--- src/hdl/tlfb_pkg.sv ---
// Package for the telemetry and log frame builder: frame constants, command and
// register codes, and the job record passed from the front end to the byte serialiser.
// Depends on nothing; the front end, queue, serialiser, top level and bench import it.
`default_nettype none

package tlfb_pkg;

    localparam logic [7:0] FRAME_START   = 8'hAA;
    localparam logic [7:0] CAP_LIMIT     = 8'd241;
    localparam logic [7:0] TELEM_LEN     = 8'd29;
    localparam logic [7:0] LOG_FIXED_LEN = 8'd14;

    // Default depth of the job queue between the front end and the serialiser.
    localparam int unsigned QUEUE_DEPTH_DEF = 2;

    localparam int unsigned REG_IDX_W = 2;
    localparam logic [REG_IDX_W-1:0] REG_TELEM_TYPE = 2'd0;
    localparam logic [REG_IDX_W-1:0] REG_LOG_TYPE   = 2'd1;
    localparam logic [REG_IDX_W-1:0] REG_MAX_MSG    = 2'd2;

    // Byte positions within a job.
    localparam int unsigned POS_W = 5;
    localparam logic [POS_W-1:0] POS_HDR_LAST    = 5'd10;
    localparam logic [POS_W-1:0] POS_SENSOR_LAST = 5'd26;
    localparam logic [POS_W-1:0] POS_TELEM_STATE = 5'd27;
    localparam logic [POS_W-1:0] POS_TELEM_LAST  = 5'd28;
    localparam logic [POS_W-1:0] POS_LOG_CODE    = 5'd11;
    localparam logic [POS_W-1:0] POS_LOG_KEEP    = 5'd12;
    localparam logic [POS_W-1:0] POS_LOG_CSUM    = 5'd13;
    localparam logic [POS_W-1:0] POS_SENSOR_0    = 5'd11;

    typedef enum logic [1:0] {
        CMD_TELEM     = 2'd0,
        CMD_LOG_START = 2'd1,
        CMD_LOG_BYTE  = 2'd2
    } cmd_t;

    typedef enum logic [1:0] {
        JOB_TELEM   = 2'd0,
        JOB_LOG_HDR = 2'd1,
        JOB_LOG_BYTE = 2'd2
    } job_kind_t;

    typedef struct packed {
        job_kind_t         kind;
        logic [31:0]       seq;
        logic [7:0]        len;
        logic [31:0]       ts;
        logic [7:0]        type_code;
        logic [0:15][7:0]  sensor_bytes;
        logic [7:0]        data;
        logic [7:0]        keep;
        logic              close;
        logic              emit;
    } job_t;

endpackage

`default_nettype wire

--- src/hdl/tlfb_item_if.sv ---
// Input channel of the frame builder: valid/ready handshake and the item fields.
// Stand-alone; no package needed.
`default_nettype none

interface tlfb_item_if;
    logic        valid;
    logic        ready;
    logic [1:0]  cmd;
    logic [31:0] timestamp;
    logic [15:0] acc_x;
    logic [15:0] acc_y;
    logic [15:0] acc_z;
    logic [15:0] gyro_x;
    logic [15:0] gyro_y;
    logic [15:0] gyro_z;
    logic [15:0] pressure_raw;
    logic [15:0] altitude_raw;
    logic [7:0]  small_byte;
    logic [7:0]  message_length;

    modport source (
        output valid, cmd, timestamp, acc_x, acc_y, acc_z, gyro_x, gyro_y, gyro_z,
               pressure_raw, altitude_raw, small_byte, message_length,
        input  ready
    );
    modport sink (
        input  valid, cmd, timestamp, acc_x, acc_y, acc_z, gyro_x, gyro_y, gyro_z,
               pressure_raw, altitude_raw, small_byte, message_length,
        output ready
    );
endinterface

`default_nettype wire

--- src/hdl/tlfb_frame_if.sv ---
// Output channel of the frame builder: valid/ready handshake, one frame byte per beat.
// Stand-alone; no package needed.
`default_nettype none

interface tlfb_frame_if;
    logic       valid;
    logic       ready;
    logic [7:0] out_byte;
    logic       frame_end;

    modport source (output valid, out_byte, frame_end, input ready);
    modport sink (input valid, out_byte, frame_end, output ready);
endinterface

`default_nettype wire

--- src/hdl/tlfb_front.sv ---
// Front end: accepts items, checks them against the open log frame, keeps the
// sequence number and message counters, and issues one job per item with output.
// Depends on tlfb_pkg and tlfb_item_if.
`default_nettype none

module tlfb_front (
    input  wire logic          clk,
    input  wire logic          rst_n,
    tlfb_item_if.sink          item,
    input  wire logic [7:0]    telemetry_type_code,
    input  wire logic [7:0]    log_type_code,
    input  wire logic [7:0]    max_message_length,
    output tlfb_pkg::job_t     push_job,
    output logic               push_valid,
    input  wire logic          push_ready
);
    import tlfb_pkg::*;

    logic [31:0] seq_reg, seq_next;
    logic [7:0]  take_reg, take_next;
    logic [7:0]  keep_reg, keep_next;
    logic        open_reg, open_next;

    logic        accept;
    logic [7:0]  cap;
    logic [7:0]  keep;
    logic [7:0]  take_dec;

    assign item.ready = push_ready;
    assign accept     = item.valid && item.ready;

    always_comb
    begin
        cap      = (max_message_length > CAP_LIMIT) ? CAP_LIMIT : max_message_length;
        keep     = (item.message_length > cap) ? cap : item.message_length;
        take_dec = (take_reg != 8'd0) ? take_reg - 8'd1 : 8'd0;

        push_job              = '0;
        push_job.seq          = seq_reg;
        push_job.ts           = item.timestamp;
        push_job.sensor_bytes = {item.acc_x, item.acc_y, item.acc_z, item.gyro_x,
                                 item.gyro_y, item.gyro_z, item.pressure_raw,
                                 item.altitude_raw};
        push_job.data         = item.small_byte;
        push_job.keep         = keep;

        push_valid = 1'b0;
        seq_next   = seq_reg;
        take_next  = take_reg;
        keep_next  = keep_reg;
        open_next  = open_reg;

        unique case (cmd_t'(item.cmd))
            CMD_TELEM:
            begin
                push_job.kind      = JOB_TELEM;
                push_job.len       = TELEM_LEN;
                push_job.type_code = telemetry_type_code;
                push_job.close     = 1'b1;
                if (accept && !open_reg)
                begin
                    push_valid = 1'b1;
                    seq_next   = seq_reg + 32'd1;
                end
            end
            CMD_LOG_START:
            begin
                push_job.kind      = JOB_LOG_HDR;
                push_job.len       = LOG_FIXED_LEN + keep;
                push_job.type_code = log_type_code;
                push_job.close     = (item.message_length == 8'd0);
                if (accept && !open_reg)
                begin
                    push_valid = 1'b1;
                    seq_next   = seq_reg + 32'd1;
                    if (item.message_length != 8'd0)
                    begin
                        take_next = item.message_length;
                        keep_next = keep;
                        open_next = 1'b1;
                    end
                end
            end
            CMD_LOG_BYTE:
            begin
                push_job.kind  = JOB_LOG_BYTE;
                push_job.emit  = (keep_reg != 8'd0);
                push_job.close = (take_dec == 8'd0);
                if (accept && open_reg)
                begin
                    // A byte past the cap that does not close the frame yields no job.
                    push_valid = push_job.emit || push_job.close;
                    take_next  = take_dec;
                    keep_next  = push_job.emit ? keep_reg - 8'd1 : keep_reg;
                    if (push_job.close)
                    begin
                        keep_next = 8'd0;
                        open_next = 1'b0;
                    end
                end
            end
            default:
            begin
                push_job.kind = JOB_LOG_BYTE;
            end
        endcase
    end

    always_ff @(posedge clk or negedge rst_n)
    begin
        if (!rst_n)
        begin
            seq_reg  <= '0;
            take_reg <= '0;
            keep_reg <= '0;
            open_reg <= 1'b0;
        end
        else
        begin
            seq_reg  <= seq_next;
            take_reg <= take_next;
            keep_reg <= keep_next;
            open_reg <= open_next;
        end
    end

`ifndef SYNTHESIS
    a_open_has_bytes: assert property (@(posedge clk) disable iff (!rst_n)
        open_reg |-> (take_reg != 8'd0))
        else $error("log frame open with no announced bytes left");
    a_keep_within_take: assert property (@(posedge clk) disable iff (!rst_n)
        keep_reg <= take_reg)
        else $error("more message bytes to send than announced bytes left");
    a_closed_keeps_none: assert property (@(posedge clk) disable iff (!rst_n)
        !open_reg |-> (keep_reg == 8'd0))
        else $error("message bytes pending with no log frame open");
`endif

endmodule

`default_nettype wire

--- src/hdl/tlfb_queue.sv ---
// Short job queue between the front end and the serialiser, so either side can stall.
// Depends on tlfb_pkg.
`default_nettype none

module tlfb_queue #(
    parameter int unsigned DEPTH = tlfb_pkg::QUEUE_DEPTH_DEF
) (
    input  wire logic            clk,
    input  wire logic            rst_n,
    input  tlfb_pkg::job_t       push_job,
    input  wire logic            push_valid,
    output logic                 push_ready,
    output tlfb_pkg::job_t       pop_job,
    output logic                 pop_valid,
    input  wire logic            pop_ready
);
    import tlfb_pkg::*;

    localparam int unsigned PTR_W = $clog2(DEPTH);
    localparam int unsigned CNT_W = $clog2(DEPTH + 1);

    job_t             entry_reg [DEPTH];
    logic [PTR_W-1:0] wr_ptr_reg, rd_ptr_reg;
    logic [CNT_W-1:0] count_reg;
    logic             do_push, do_pop;

    assign push_ready = (count_reg != CNT_W'(DEPTH));
    assign pop_valid  = (count_reg != '0);
    assign pop_job    = entry_reg[rd_ptr_reg];
    assign do_push    = push_valid && push_ready;
    assign do_pop     = pop_valid && pop_ready;

    always_ff @(posedge clk)
    begin
        if (do_push)
            entry_reg[wr_ptr_reg] <= push_job;
    end

    always_ff @(posedge clk or negedge rst_n)
    begin
        if (!rst_n)
        begin
            wr_ptr_reg <= '0;
            rd_ptr_reg <= '0;
            count_reg  <= '0;
        end
        else
        begin
            if (do_push)
                wr_ptr_reg <= (wr_ptr_reg == PTR_W'(DEPTH - 1)) ? '0 : wr_ptr_reg + 1'b1;
            if (do_pop)
                rd_ptr_reg <= (rd_ptr_reg == PTR_W'(DEPTH - 1)) ? '0 : rd_ptr_reg + 1'b1;
            if (do_push && !do_pop)
                count_reg <= count_reg + 1'b1;
            else if (do_pop && !do_push)
                count_reg <= count_reg - 1'b1;
        end
    end

`ifndef SYNTHESIS
    a_count_bound: assert property (@(posedge clk) disable iff (!rst_n)
        count_reg <= CNT_W'(DEPTH))
        else $error("job queue holds more entries than its depth");
    a_empty_ptrs: assert property (@(posedge clk) disable iff (!rst_n)
        (count_reg == '0) |-> (wr_ptr_reg == rd_ptr_reg))
        else $error("job queue pointers disagree while empty");
`endif

endmodule

`default_nettype wire

--- src/hdl/tlfb_back.sv ---
// Serialiser: walks the job at the head of the queue byte by byte, keeps the frame
// checksum and drives the registered output channel. Depends on tlfb_pkg, tlfb_frame_if.
`default_nettype none

module tlfb_back (
    input  wire logic          clk,
    input  wire logic          rst_n,
    input  tlfb_pkg::job_t     job,
    input  wire logic          job_valid,
    output logic               job_ready,
    tlfb_frame_if.source       frame
);
    import tlfb_pkg::*;

    logic [POS_W-1:0] idx_reg;
    logic [7:0]       csum_reg;
    logic             out_valid_reg;
    logic [7:0]       out_byte_reg;
    logic             out_end_reg;

    logic [POS_W-1:0] pos;
    logic [POS_W-1:0] last_pos;
    logic [3:0]       sensor_idx;
    logic [7:0]       byte_val;
    logic             is_csum;
    logic             is_last;
    logic             produce;

    assign frame.valid     = out_valid_reg;
    assign frame.out_byte  = out_byte_reg;
    assign frame.frame_end = out_end_reg;

    always_comb
    begin
        // A message byte job that is past the cap starts straight at its checksum.
        pos = idx_reg;
        if (job.kind == JOB_LOG_BYTE && !job.emit)
            pos = idx_reg + 1'b1;
        sensor_idx = 4'(pos - POS_SENSOR_0);

        unique case (job.kind)
            JOB_TELEM:    last_pos = POS_TELEM_LAST;
            JOB_LOG_HDR:  last_pos = job.close ? POS_LOG_CSUM : POS_LOG_KEEP;
            JOB_LOG_BYTE: last_pos = job.close ? 5'd1 : 5'd0;
            default:      last_pos = '0;
        endcase

        is_csum  = 1'b0;
        byte_val = csum_reg;
        if (job.kind == JOB_LOG_BYTE)
        begin
            is_csum  = (pos != '0);
            byte_val = is_csum ? csum_reg : job.data;
        end
        else if (pos <= POS_HDR_LAST)
        begin
            case (pos)
                5'd0:    byte_val = FRAME_START;
                5'd1:    byte_val = job.seq[31:24];
                5'd2:    byte_val = job.seq[23:16];
                5'd3:    byte_val = job.seq[15:8];
                5'd4:    byte_val = job.seq[7:0];
                5'd5:    byte_val = job.len;
                5'd6:    byte_val = job.ts[31:24];
                5'd7:    byte_val = job.ts[23:16];
                5'd8:    byte_val = job.ts[15:8];
                5'd9:    byte_val = job.ts[7:0];
                default: byte_val = job.type_code;
            endcase
        end
        else if (job.kind == JOB_TELEM)
        begin
            if (pos <= POS_SENSOR_LAST)
                byte_val = job.sensor_bytes[sensor_idx];
            else if (pos == POS_TELEM_STATE)
                byte_val = job.data;
            else
                is_csum = 1'b1;
        end
        else
        begin
            if (pos == POS_LOG_CODE)
                byte_val = job.data;
            else if (pos == POS_LOG_KEEP)
                byte_val = job.keep;
            else
                is_csum = 1'b1;
        end
    end

    assign produce   = job_valid && (!out_valid_reg || frame.ready);
    assign is_last   = (pos == last_pos);
    assign job_ready = produce && is_last;

    always_ff @(posedge clk)
    begin
        if (produce)
        begin
            out_byte_reg <= byte_val;
            out_end_reg  <= is_csum;
        end
    end

    always_ff @(posedge clk or negedge rst_n)
    begin
        if (!rst_n)
        begin
            idx_reg       <= '0;
            csum_reg      <= '0;
            out_valid_reg <= 1'b0;
        end
        else
        begin
            if (produce)
            begin
                out_valid_reg <= 1'b1;
                idx_reg       <= is_last ? '0 : idx_reg + 1'b1;
                // The start byte opens a new frame and is left out of the checksum.
                if (job.kind != JOB_LOG_BYTE && pos == '0)
                    csum_reg <= '0;
                else if (!is_csum)
                    csum_reg <= csum_reg ^ byte_val;
            end
            else if (frame.ready)
            begin
                out_valid_reg <= 1'b0;
            end
        end
    end

`ifndef SYNTHESIS
    a_job_held: assert property (@(posedge clk) disable iff (!rst_n)
        (idx_reg != '0) |-> job_valid)
        else $error("job left the queue before all its bytes were sent");
    a_idx_bound: assert property (@(posedge clk) disable iff (!rst_n)
        idx_reg <= POS_TELEM_LAST)
        else $error("byte position beyond the longest frame");
`endif

endmodule

`default_nettype wire

--- src/hdl/telemetry_log_frame_builder.sv ---
// Telemetry and log frame builder, top level; instantiates tlfb_front, tlfb_queue and
// tlfb_back, and uses tlfb_pkg, tlfb_item_if and tlfb_frame_if.
// Every frame goes out one byte per beat: 0xAA, the big-endian sequence number, the length
// byte, the big-endian timestamp, the type byte, the body, then the XOR checksum, marked by
// frame_end. A telemetry item gives 29 bytes; a log start gives 13 bytes, or 14 when the
// announced length is zero; a message byte gives 0, 1 or 2 bytes. The output is byte-wide
// and registered, so throughput is one byte per cycle when a job waits and the receiver is
// ready. Items are taken while the job queue (QUEUE_DEPTH entries) has room, including while
// the output is stalled; items that produce nothing still need a queue slot free to be taken.
// Configuration registers are written through wr_en, wr_index and wr_data, by the user only
// while the block is idle (not enforced by the block); there is no clearing pass after reset.
`default_nettype none

module telemetry_log_frame_builder #(
    parameter int unsigned QUEUE_DEPTH = tlfb_pkg::QUEUE_DEPTH_DEF
) (
    input  wire logic                            clk,
    input  wire logic                            rst_n,
    tlfb_item_if.sink                            item,
    tlfb_frame_if.source                         frame,
    input  wire logic                            wr_en,
    input  wire logic [tlfb_pkg::REG_IDX_W-1:0]  wr_index,
    input  wire logic [7:0]                      wr_data
);
    import tlfb_pkg::*;

    logic [7:0] telem_type_reg;
    logic [7:0] log_type_reg;
    logic [7:0] max_msg_reg;

    job_t push_job, pop_job;
    logic push_valid, push_ready;
    logic pop_valid, pop_ready;

    always_ff @(posedge clk or negedge rst_n)
    begin
        if (!rst_n)
        begin
            telem_type_reg <= 8'd1;
            log_type_reg   <= 8'd2;
            max_msg_reg    <= 8'd64;
        end
        else if (wr_en)
        begin
            unique case (wr_index)
                REG_TELEM_TYPE: telem_type_reg <= wr_data;
                REG_LOG_TYPE:   log_type_reg   <= wr_data;
                REG_MAX_MSG:    max_msg_reg    <= wr_data;
                default:        ;
            endcase
        end
    end

    tlfb_front u_front (
        .clk                 (clk),
        .rst_n               (rst_n),
        .item                (item),
        .telemetry_type_code (telem_type_reg),
        .log_type_code       (log_type_reg),
        .max_message_length  (max_msg_reg),
        .push_job            (push_job),
        .push_valid          (push_valid),
        .push_ready          (push_ready)
    );

    tlfb_queue #(
        .DEPTH (QUEUE_DEPTH)
    ) u_queue (
        .clk        (clk),
        .rst_n      (rst_n),
        .push_job   (push_job),
        .push_valid (push_valid),
        .push_ready (push_ready),
        .pop_job    (pop_job),
        .pop_valid  (pop_valid),
        .pop_ready  (pop_ready)
    );

    tlfb_back u_back (
        .clk       (clk),
        .rst_n     (rst_n),
        .job       (pop_job),
        .job_valid (pop_valid),
        .job_ready (pop_ready),
        .frame     (frame)
    );

endmodule

`default_nettype wire

--- src/flat_wrapper.sv ---
// flat-port wrapper written by rule: the top's interface ports become plain ports
module telemetry_log_frame_builder_flat import tlfb_pkg::*;
#(
    parameter int unsigned QUEUE_DEPTH = tlfb_pkg::QUEUE_DEPTH_DEF
)
  (clk, rst_n, wr_en, wr_index, wr_data, item_valid, item_cmd, item_timestamp, item_acc_x, item_acc_y, item_acc_z, item_gyro_x, item_gyro_y, item_gyro_z, item_pressure_raw, item_altitude_raw, item_small_byte, item_message_length, item_ready, frame_valid, frame_out_byte, frame_frame_end, frame_ready);
  tlfb_item_if item_i ();
  tlfb_frame_if frame_i ();
  input  wire logic clk;
  input  wire logic rst_n;
  input  wire logic wr_en;
  input  wire logic [tlfb_pkg::REG_IDX_W-1:0] wr_index;
  input  wire logic [7:0] wr_data;
  input wire logic [$bits(item_i.valid)-1:0] item_valid;
  input wire logic [$bits(item_i.cmd)-1:0] item_cmd;
  input wire logic [$bits(item_i.timestamp)-1:0] item_timestamp;
  input wire logic [$bits(item_i.acc_x)-1:0] item_acc_x;
  input wire logic [$bits(item_i.acc_y)-1:0] item_acc_y;
  input wire logic [$bits(item_i.acc_z)-1:0] item_acc_z;
  input wire logic [$bits(item_i.gyro_x)-1:0] item_gyro_x;
  input wire logic [$bits(item_i.gyro_y)-1:0] item_gyro_y;
  input wire logic [$bits(item_i.gyro_z)-1:0] item_gyro_z;
  input wire logic [$bits(item_i.pressure_raw)-1:0] item_pressure_raw;
  input wire logic [$bits(item_i.altitude_raw)-1:0] item_altitude_raw;
  input wire logic [$bits(item_i.small_byte)-1:0] item_small_byte;
  input wire logic [$bits(item_i.message_length)-1:0] item_message_length;
  output wire logic [$bits(item_i.ready)-1:0] item_ready;
  output wire logic [$bits(frame_i.valid)-1:0] frame_valid;
  output wire logic [$bits(frame_i.out_byte)-1:0] frame_out_byte;
  output wire logic [$bits(frame_i.frame_end)-1:0] frame_frame_end;
  input wire logic [$bits(frame_i.ready)-1:0] frame_ready;
  assign item_i.valid = item_valid;
  assign item_i.cmd = item_cmd;
  assign item_i.timestamp = item_timestamp;
  assign item_i.acc_x = item_acc_x;
  assign item_i.acc_y = item_acc_y;
  assign item_i.acc_z = item_acc_z;
  assign item_i.gyro_x = item_gyro_x;
  assign item_i.gyro_y = item_gyro_y;
  assign item_i.gyro_z = item_gyro_z;
  assign item_i.pressure_raw = item_pressure_raw;
  assign item_i.altitude_raw = item_altitude_raw;
  assign item_i.small_byte = item_small_byte;
  assign item_i.message_length = item_message_length;
  assign item_ready = item_i.ready;
  assign frame_valid = frame_i.valid;
  assign frame_out_byte = frame_i.out_byte;
  assign frame_frame_end = frame_i.frame_end;
  assign frame_i.ready = frame_ready;
  telemetry_log_frame_builder #(.QUEUE_DEPTH(QUEUE_DEPTH)) u_core (.clk(clk), .rst_n(rst_n), .item(item_i), .frame(frame_i), .wr_en(wr_en), .wr_index(wr_index), .wr_data(wr_data));
endmodule
--- config.mk ---
export PLATFORM = sky130hd
export DESIGN_NAME = telemetry_log_frame_builder_flat
export DESIGN_NICKNAME = d
export VERILOG_FILES = /design/src/hdl/tlfb_pkg.sv /design/src/hdl/tlfb_item_if.sv /design/src/hdl/tlfb_frame_if.sv /design/src/hdl/tlfb_front.sv /design/src/hdl/tlfb_queue.sv /design/src/hdl/tlfb_back.sv /design/src/hdl/telemetry_log_frame_builder.sv /design/src/flat_wrapper.sv
export SDC_FILE = /design/constraint.sdc
export NUM_CORES = 1
export LEC_CHECK = 0
export ABC_AREA = 1
export BUFFER_PORTS_ARGS = -buffer_cell sky130_fd_sc_hd__buf_4
export CAP_MARGIN = 20
export CORE_MARGIN = 4
export CORE_UTILIZATION = 35
export CTS_CLUSTER_DIAMETER = 100
export DETAILED_ROUTE_END_ITERATION = 6
export SYNTH_ARGS = -nofsm -noshare
export SYNTH_HDL_FRONTEND = slang
export SYNTH_HIERARCHICAL = 1
export SYNTH_SLANG_ARGS = --single-unit
export TNS_END_PERCENT = 20
--- constraint.sdc ---
create_clock -name clk -period 21.3 [get_ports clk]
set_clock_uncertainty 0.15 [all_clocks]
set_input_delay 1.065 -clock clk [delete_from_list [all_inputs] [get_ports clk]]
set_output_delay 1.065 -clock clk [all_outputs]
set_load 0.02 [all_outputs]
======== Word-level counts from Yosys, hierarchy flattened ========
Memories as Yosys holds them, arrays and structs flattened.
Index checks and enable logic that the tools add are counted.
storage, ports and cells
  register bits ........................... 100
  bits in writable memories ............... 456
  input bits .............................. 193
  output and inout bits ................... 11
  logic and storage cells ................. 161
  memories kept ........................... 1
memory list
  name                      words  bits a word  rd ports  clocked after Yosys merged registers in  write ports  RTL line          text
  u_core.u_queue.entry_reg  2      228          1         0                                        1            tlfb_queue.sv:22  job_t entry_reg [DEPTH];
operators by class
  add/sub/neg operators ................... 10
  magnitude comparators ................... 5
  eq/ne operators ......................... 27
  mux-type cells .......................... 60
  bitwise operators ....................... 2
  reductions and logical operators ........ 41
operators with widths
  cell                                                                 count
  8-bit two-way mux                                                    23
  8-bit one-hot mux with 10 select lines                               1
  8-bit one-hot mux with 2 select lines                                4
  32-bit by 1-bit adder with 32-bit output (second input constant)     1
  8-bit binary-select mux with 4-bit select                            1
  8-bit nonzero test                                                   3
  1-bit two-way mux                                                    22
  5-bit by 3-bit == test with 1-bit output (second input constant)     4
  5-bit by 4-bit == test with 1-bit output (second input constant)     4
  8-bit zero test                                                      2
  8-bit by 1-bit subtractor with 8-bit output (second input constant)  2
  5-bit one-hot mux with 3 select lines                                1
  2-bit != test (second input constant)                                6
  1-bit logical AND                                                    11
  5-bit by 2-bit == test with 1-bit output (second input constant)     2
  5-bit two-way mux                                                    2
  2-bit AND reduction                                                  5
  5-bit AND reduction                                                  2
  4-bit by 8-bit adder with 8-bit output (first input constant)        1
  8-bit greater-than comparator                                        1
  8-bit greater-than comparator (second input constant)                1
  2-bit nonzero test                                                   4
  8-bit XOR                                                            1
  2-bit by 1-bit == test with 1-bit output (second input constant)     3
  other kinds (26)                                                     38

======== Longest topological paths before layout ========
An unclocked memory read counts as a cell.
  word-level depth ........................ 16
  gate-level depth with buffers ........... 27
  depth with buffers taken out ............ 24

======== By module ========
Netlist, hierarchy kept.
modules (own cells, without submodules)
  module                       times used  cells each  area each (µm²)  seq. area each (µm²)
  tlfb_queue                   1           1220        16907.5          13793.2
  tlfb_front                   1           641         4762.1           1226.2
  tlfb_back                    1           808         4281.6           620.6
  telemetry_log_frame_builder  1           107         1054.8           604.3

======== Worst setup path before layout ========
Ideal clock, no wire load.
  path kind ............................... input to register
  from .................................... in item_cmd[1]
  to ...................................... mem u_core/u_queue/entry_reg[0][0] (netlist bit) (enable)
  library setup time ...................... 0.821 ns
  arrival time ............................ 11.205 ns
  path slack .............................. 9.124 ns
  stages on the path ...................... 8
  path through ............................ inv_2 -> nor2_2 -> nand4_1 -> inv_1 -> o21ai_0 -> nand2_1 -> nand2_1 -> nor2_1
between the ends
  word-level cells in the longest chain between the ends .. 6
  elaborated cells on any way between the ends .. 8
  classes of those cells .................. eq/ne: 2; mux: 3; reduce/logical: 3
ends and longest elaborated chain
  element                                                                             RTL line                           text
  from (decl)                                                                         flat_wrapper.sv:15                 input wire logic [$bits(item_i.cmd)-1:0] item_cmd;
  2-bit by 1-bit == test with 1-bit output / 2-bit zero test (equally long branches)  tlfb_front.sv:53                   unique case (cmd_t'(item.cmd))
  2-bit OR reduction (no line)                                                        n/a
  1-bit one-hot mux with 2 select lines *                                             tlfb_front.sv:53
  named net u_core.push_valid                                                         telemetry_log_frame_builder.sv:32  logic push_valid, push_ready;
  1-bit logical AND *                                                                 tlfb_queue.sv:30                   assign do_push = push_valid && push_ready;
  1-bit two-way mux *                                                                 tlfb_queue.sv:35                   if (do_push)
  1-bit two-way mux (implied by the code) *                                           tlfb_queue.sv:36                   entry_reg[wr_ptr_reg] <= push_job;
  to (decl)                                                                           tlfb_queue.sv:22
The timed path passes the listed nets; every way through them passes the cells marked *.

==> metrics.cfg <==
[run_status]
status = finished with violations
violations = DRC

[hold_path]
hp-class = input port to async pin

[clock_network]
cts_tree = built
path_clk_slew_ps = 60
cts_setup_buffers = 0
cts_hold_buffers = 0
cts_max_path_buffers = 3
cts_made_buffers = 61
cts.sinks = 556
clk_latency_ps = 650
htreeDepth = 2
ctsResizeCount = 0
cts_root_buf = clkbuf_16

[worst_setup_path]
required_ps = 21530
critPathMaxFanout = 73
r2r_start = u_core/u_queue/rd_ptr_reg
endpoint_kind = register
reg2reg_to = u_core/u_back/frame.out_byte[2]
timing.critical_path.from = u_core/u_queue/rd_ptr_reg
regToRegSetupSlack_ps = 15710
path_class = register to register
r2r_cells = 18
start_kind = register
critical_path_arrival_ps = 5820

[synth]
synth_top_area_cell = edfxtp_1
ys_warn_count = 6
post_synth.cell_area_avg_um2 = 9.73
synthesis.nets = 2987
netlist_instances = 2776
yosys.area.top_type_share_pct = 51.7
dominantRegCellSynth = edfxtp_1
async_reset_ff_share_pct = 16.4
yosys-top-cells-count = nand2_1 (1187), edfxtp_1 (465), nand3_1 (284)
synthesis.area_um2 = 27000
yosys-top-cells-area = edfxtp_1 (52%), nand2_1 (16%), dfrtp_1 (8.2%), buf_4 (5.4%), nand3_1 (5.3%)
yosysMostFrequentCell = nand2_1
synth.distinct_cells = 48
synth-edff-count = 465
yosysSeqAreaShare_pct = 60.2
ys_ff_latch = 556

[timing]
rsz0062_at_grt = no
final.min_clock_period_ps = 5590
post-route-period-util_pct = 26.2
slew_violations = 0
max_freq_mhz = 179
finalHoldWorstSlack_ps = 233
final_hold_viol_count = 0
setup_viol = 0
tightest_slew_ps = 1240
maxSlewHeadroom_pct = 17.4
setup-tns-final_ps = 0

[route]
viasPerCell = 4.83
drc = 1
wl_per_cell_um = 17.8
wl_um = 68900
drt_pass1_iterations = 7
num_vias = 18694
drt-initial-drc-count = 1628
ant_nets = 0

[power_and_ir_drop]
clkPwrFrac_pct = 26.0
vdd_ir_drop_max_v = 0.0000733
combPwrFrac_pct = 39.0
p_sw_share_pct = 40.2
seqPwrFrac_pct = 35.0
p_per_area_nw_per_um2 = 137
p_int_w = 0.00247
power.switching_w = 0.00166
leakagePower_nw = 13.0

[die]
start_util_pct = 35.4
io_pins = 204
die_w_um = 286
num_rows = 101
die_h_um = 286
core_area_um2 = 76200
die-area_um2 = 81700

[global_route]
grt_pass1_vias = 17535
grt_overflow_total = 0
antenna_found_initial = 3
track_usage_pct = 16.3
grt_pass1_wl_um = 104000
grt_max_degree = 160

[cells_and_area]
diodes = 0
largest_reg_flops = 456
syn_to_final_growth_pct = 11.6
drive_above_1_share_pct = 14.1
final_nets = 3002

[placement]
gp_congestion = 0.900
port_buffers = 203
dp_hpwl_um = 46800

[flow_run]
max_cap_viol_count = 0

==> power by group through the flow <==
stage	sequential [W]	combinational (W)	clock, W
final	0.00145	0.00161	0.00108
after detailed placement	0.00147	0.00158	0
after floorplan	0.00148	0.00116	0
after CTS	0.00145	0.00159	0.00110
after global placement	0.00147	0.00158	0
after global routing	0.00147	0.00178	0.00115
==> cell type report <==
type                            count  area [um2]
Clock buffer                       84        1710
Clock inverter                     30         368
Fill cell                        7439       46100
Inverter                          139         529
Multi-Input combinational cell   1815        8310
Sequential cell                   556       16200
Tap cell                         1030        1290
Timing Repair Buffer              218        1680
==> worst max path at each step <==
stage | cells past startpoint | slack [ps] | to
after floorplan | 8 | 9120 | u_core/u_queue/entry_reg[0][0]
after global placement | 20 | 15150 | u_core/u_back/csum_reg[2]
after detailed placement | 20 | 14990 | u_core/u_back/csum_reg[2]
after CTS | 20 | 14980 | u_core/u_back/csum_reg[2]
after global routing | 18 | 15220 | u_core/u_back/frame.out_byte[7]
final | 18 | 15710 | u_core/u_back/frame.out_byte[2]
==> critical path, stage by stage, from the launching register on <==
cell and delay (ps):
dfrtp_4 970, buf_4 790, nand2_1 100, nand2_1 310, nand2_4 210, nor2_8 180, nand2_1 80, nand2_2 390
ha_1 430, inv_1 760, nand3_1 160, nand3_1 130, nand3_1 130, nand3_1 150, nand2_1 70, nand2_1 60
nand3_1 110, nand2_1 90, inv_1 40
==> per-layer routing <==
layer  vias to the layer above  global-route usage [%]  wire length, um
met5                         -                       0               34
met4                         6                    4.40             1660
met3                       114                    3.31             5450
met2                       642                    25.8            31800
met1                      8887                    22.9            30000
li1                       9045                       -                -
==> cells by family (layout without fill, tap and decap cells) <==
kind of cell    after synthesis  after routing  share of synthesized area (%)
flops                       556            556                           60.2
xor+xnor                     42             42                           1.36
compound gates               76             76                           1.64
buf+inv                     405            471                           9.13
fa+ha+maj                    18             18                          0.834
simple gates               1679           1679                           26.9
==> layout by cell type, fill, tap and decap left out, drive strengths merged, types with 2 or more instances in the layout <==
cell      instances
xor2             22
bufinv            6
nand3b           12
clkbuf           84
inv             138
nor2             95
clkinvlp          6
nor4              3
xnor2            20
ha               18
nand3           294
nand2          1214
o211ai           14
buf             218
and2              2
dfstp             3
dfrtp            88
nor3             13
and3              2
o21ai            23
edfxtp          465
clkinv           19
nand4            43
a21oi            34
==> through the flow <==
stage / util [%] / setup slack (ps) / instance area, um2 / power [W] / std cells
after detailed placement: 36.8 / 14990 / 28000 / 0.00305 / 3756
after floorplan: - / 9120 / 27000 / 0.00265 / 2776
final: 39.6 / 15710 / 30100 / 0.00414 / 3872
after global routing: 39.6 / 15220 / 30100 / 0.00440 / 3872
after global placement: 36.8 / 15150 / 28000 / 0.00305 / 3756
after CTS: 39.5 / 14980 / 30100 / 0.00414 / 3870
No activity file was read; power rests on OpenSTA's default activity.
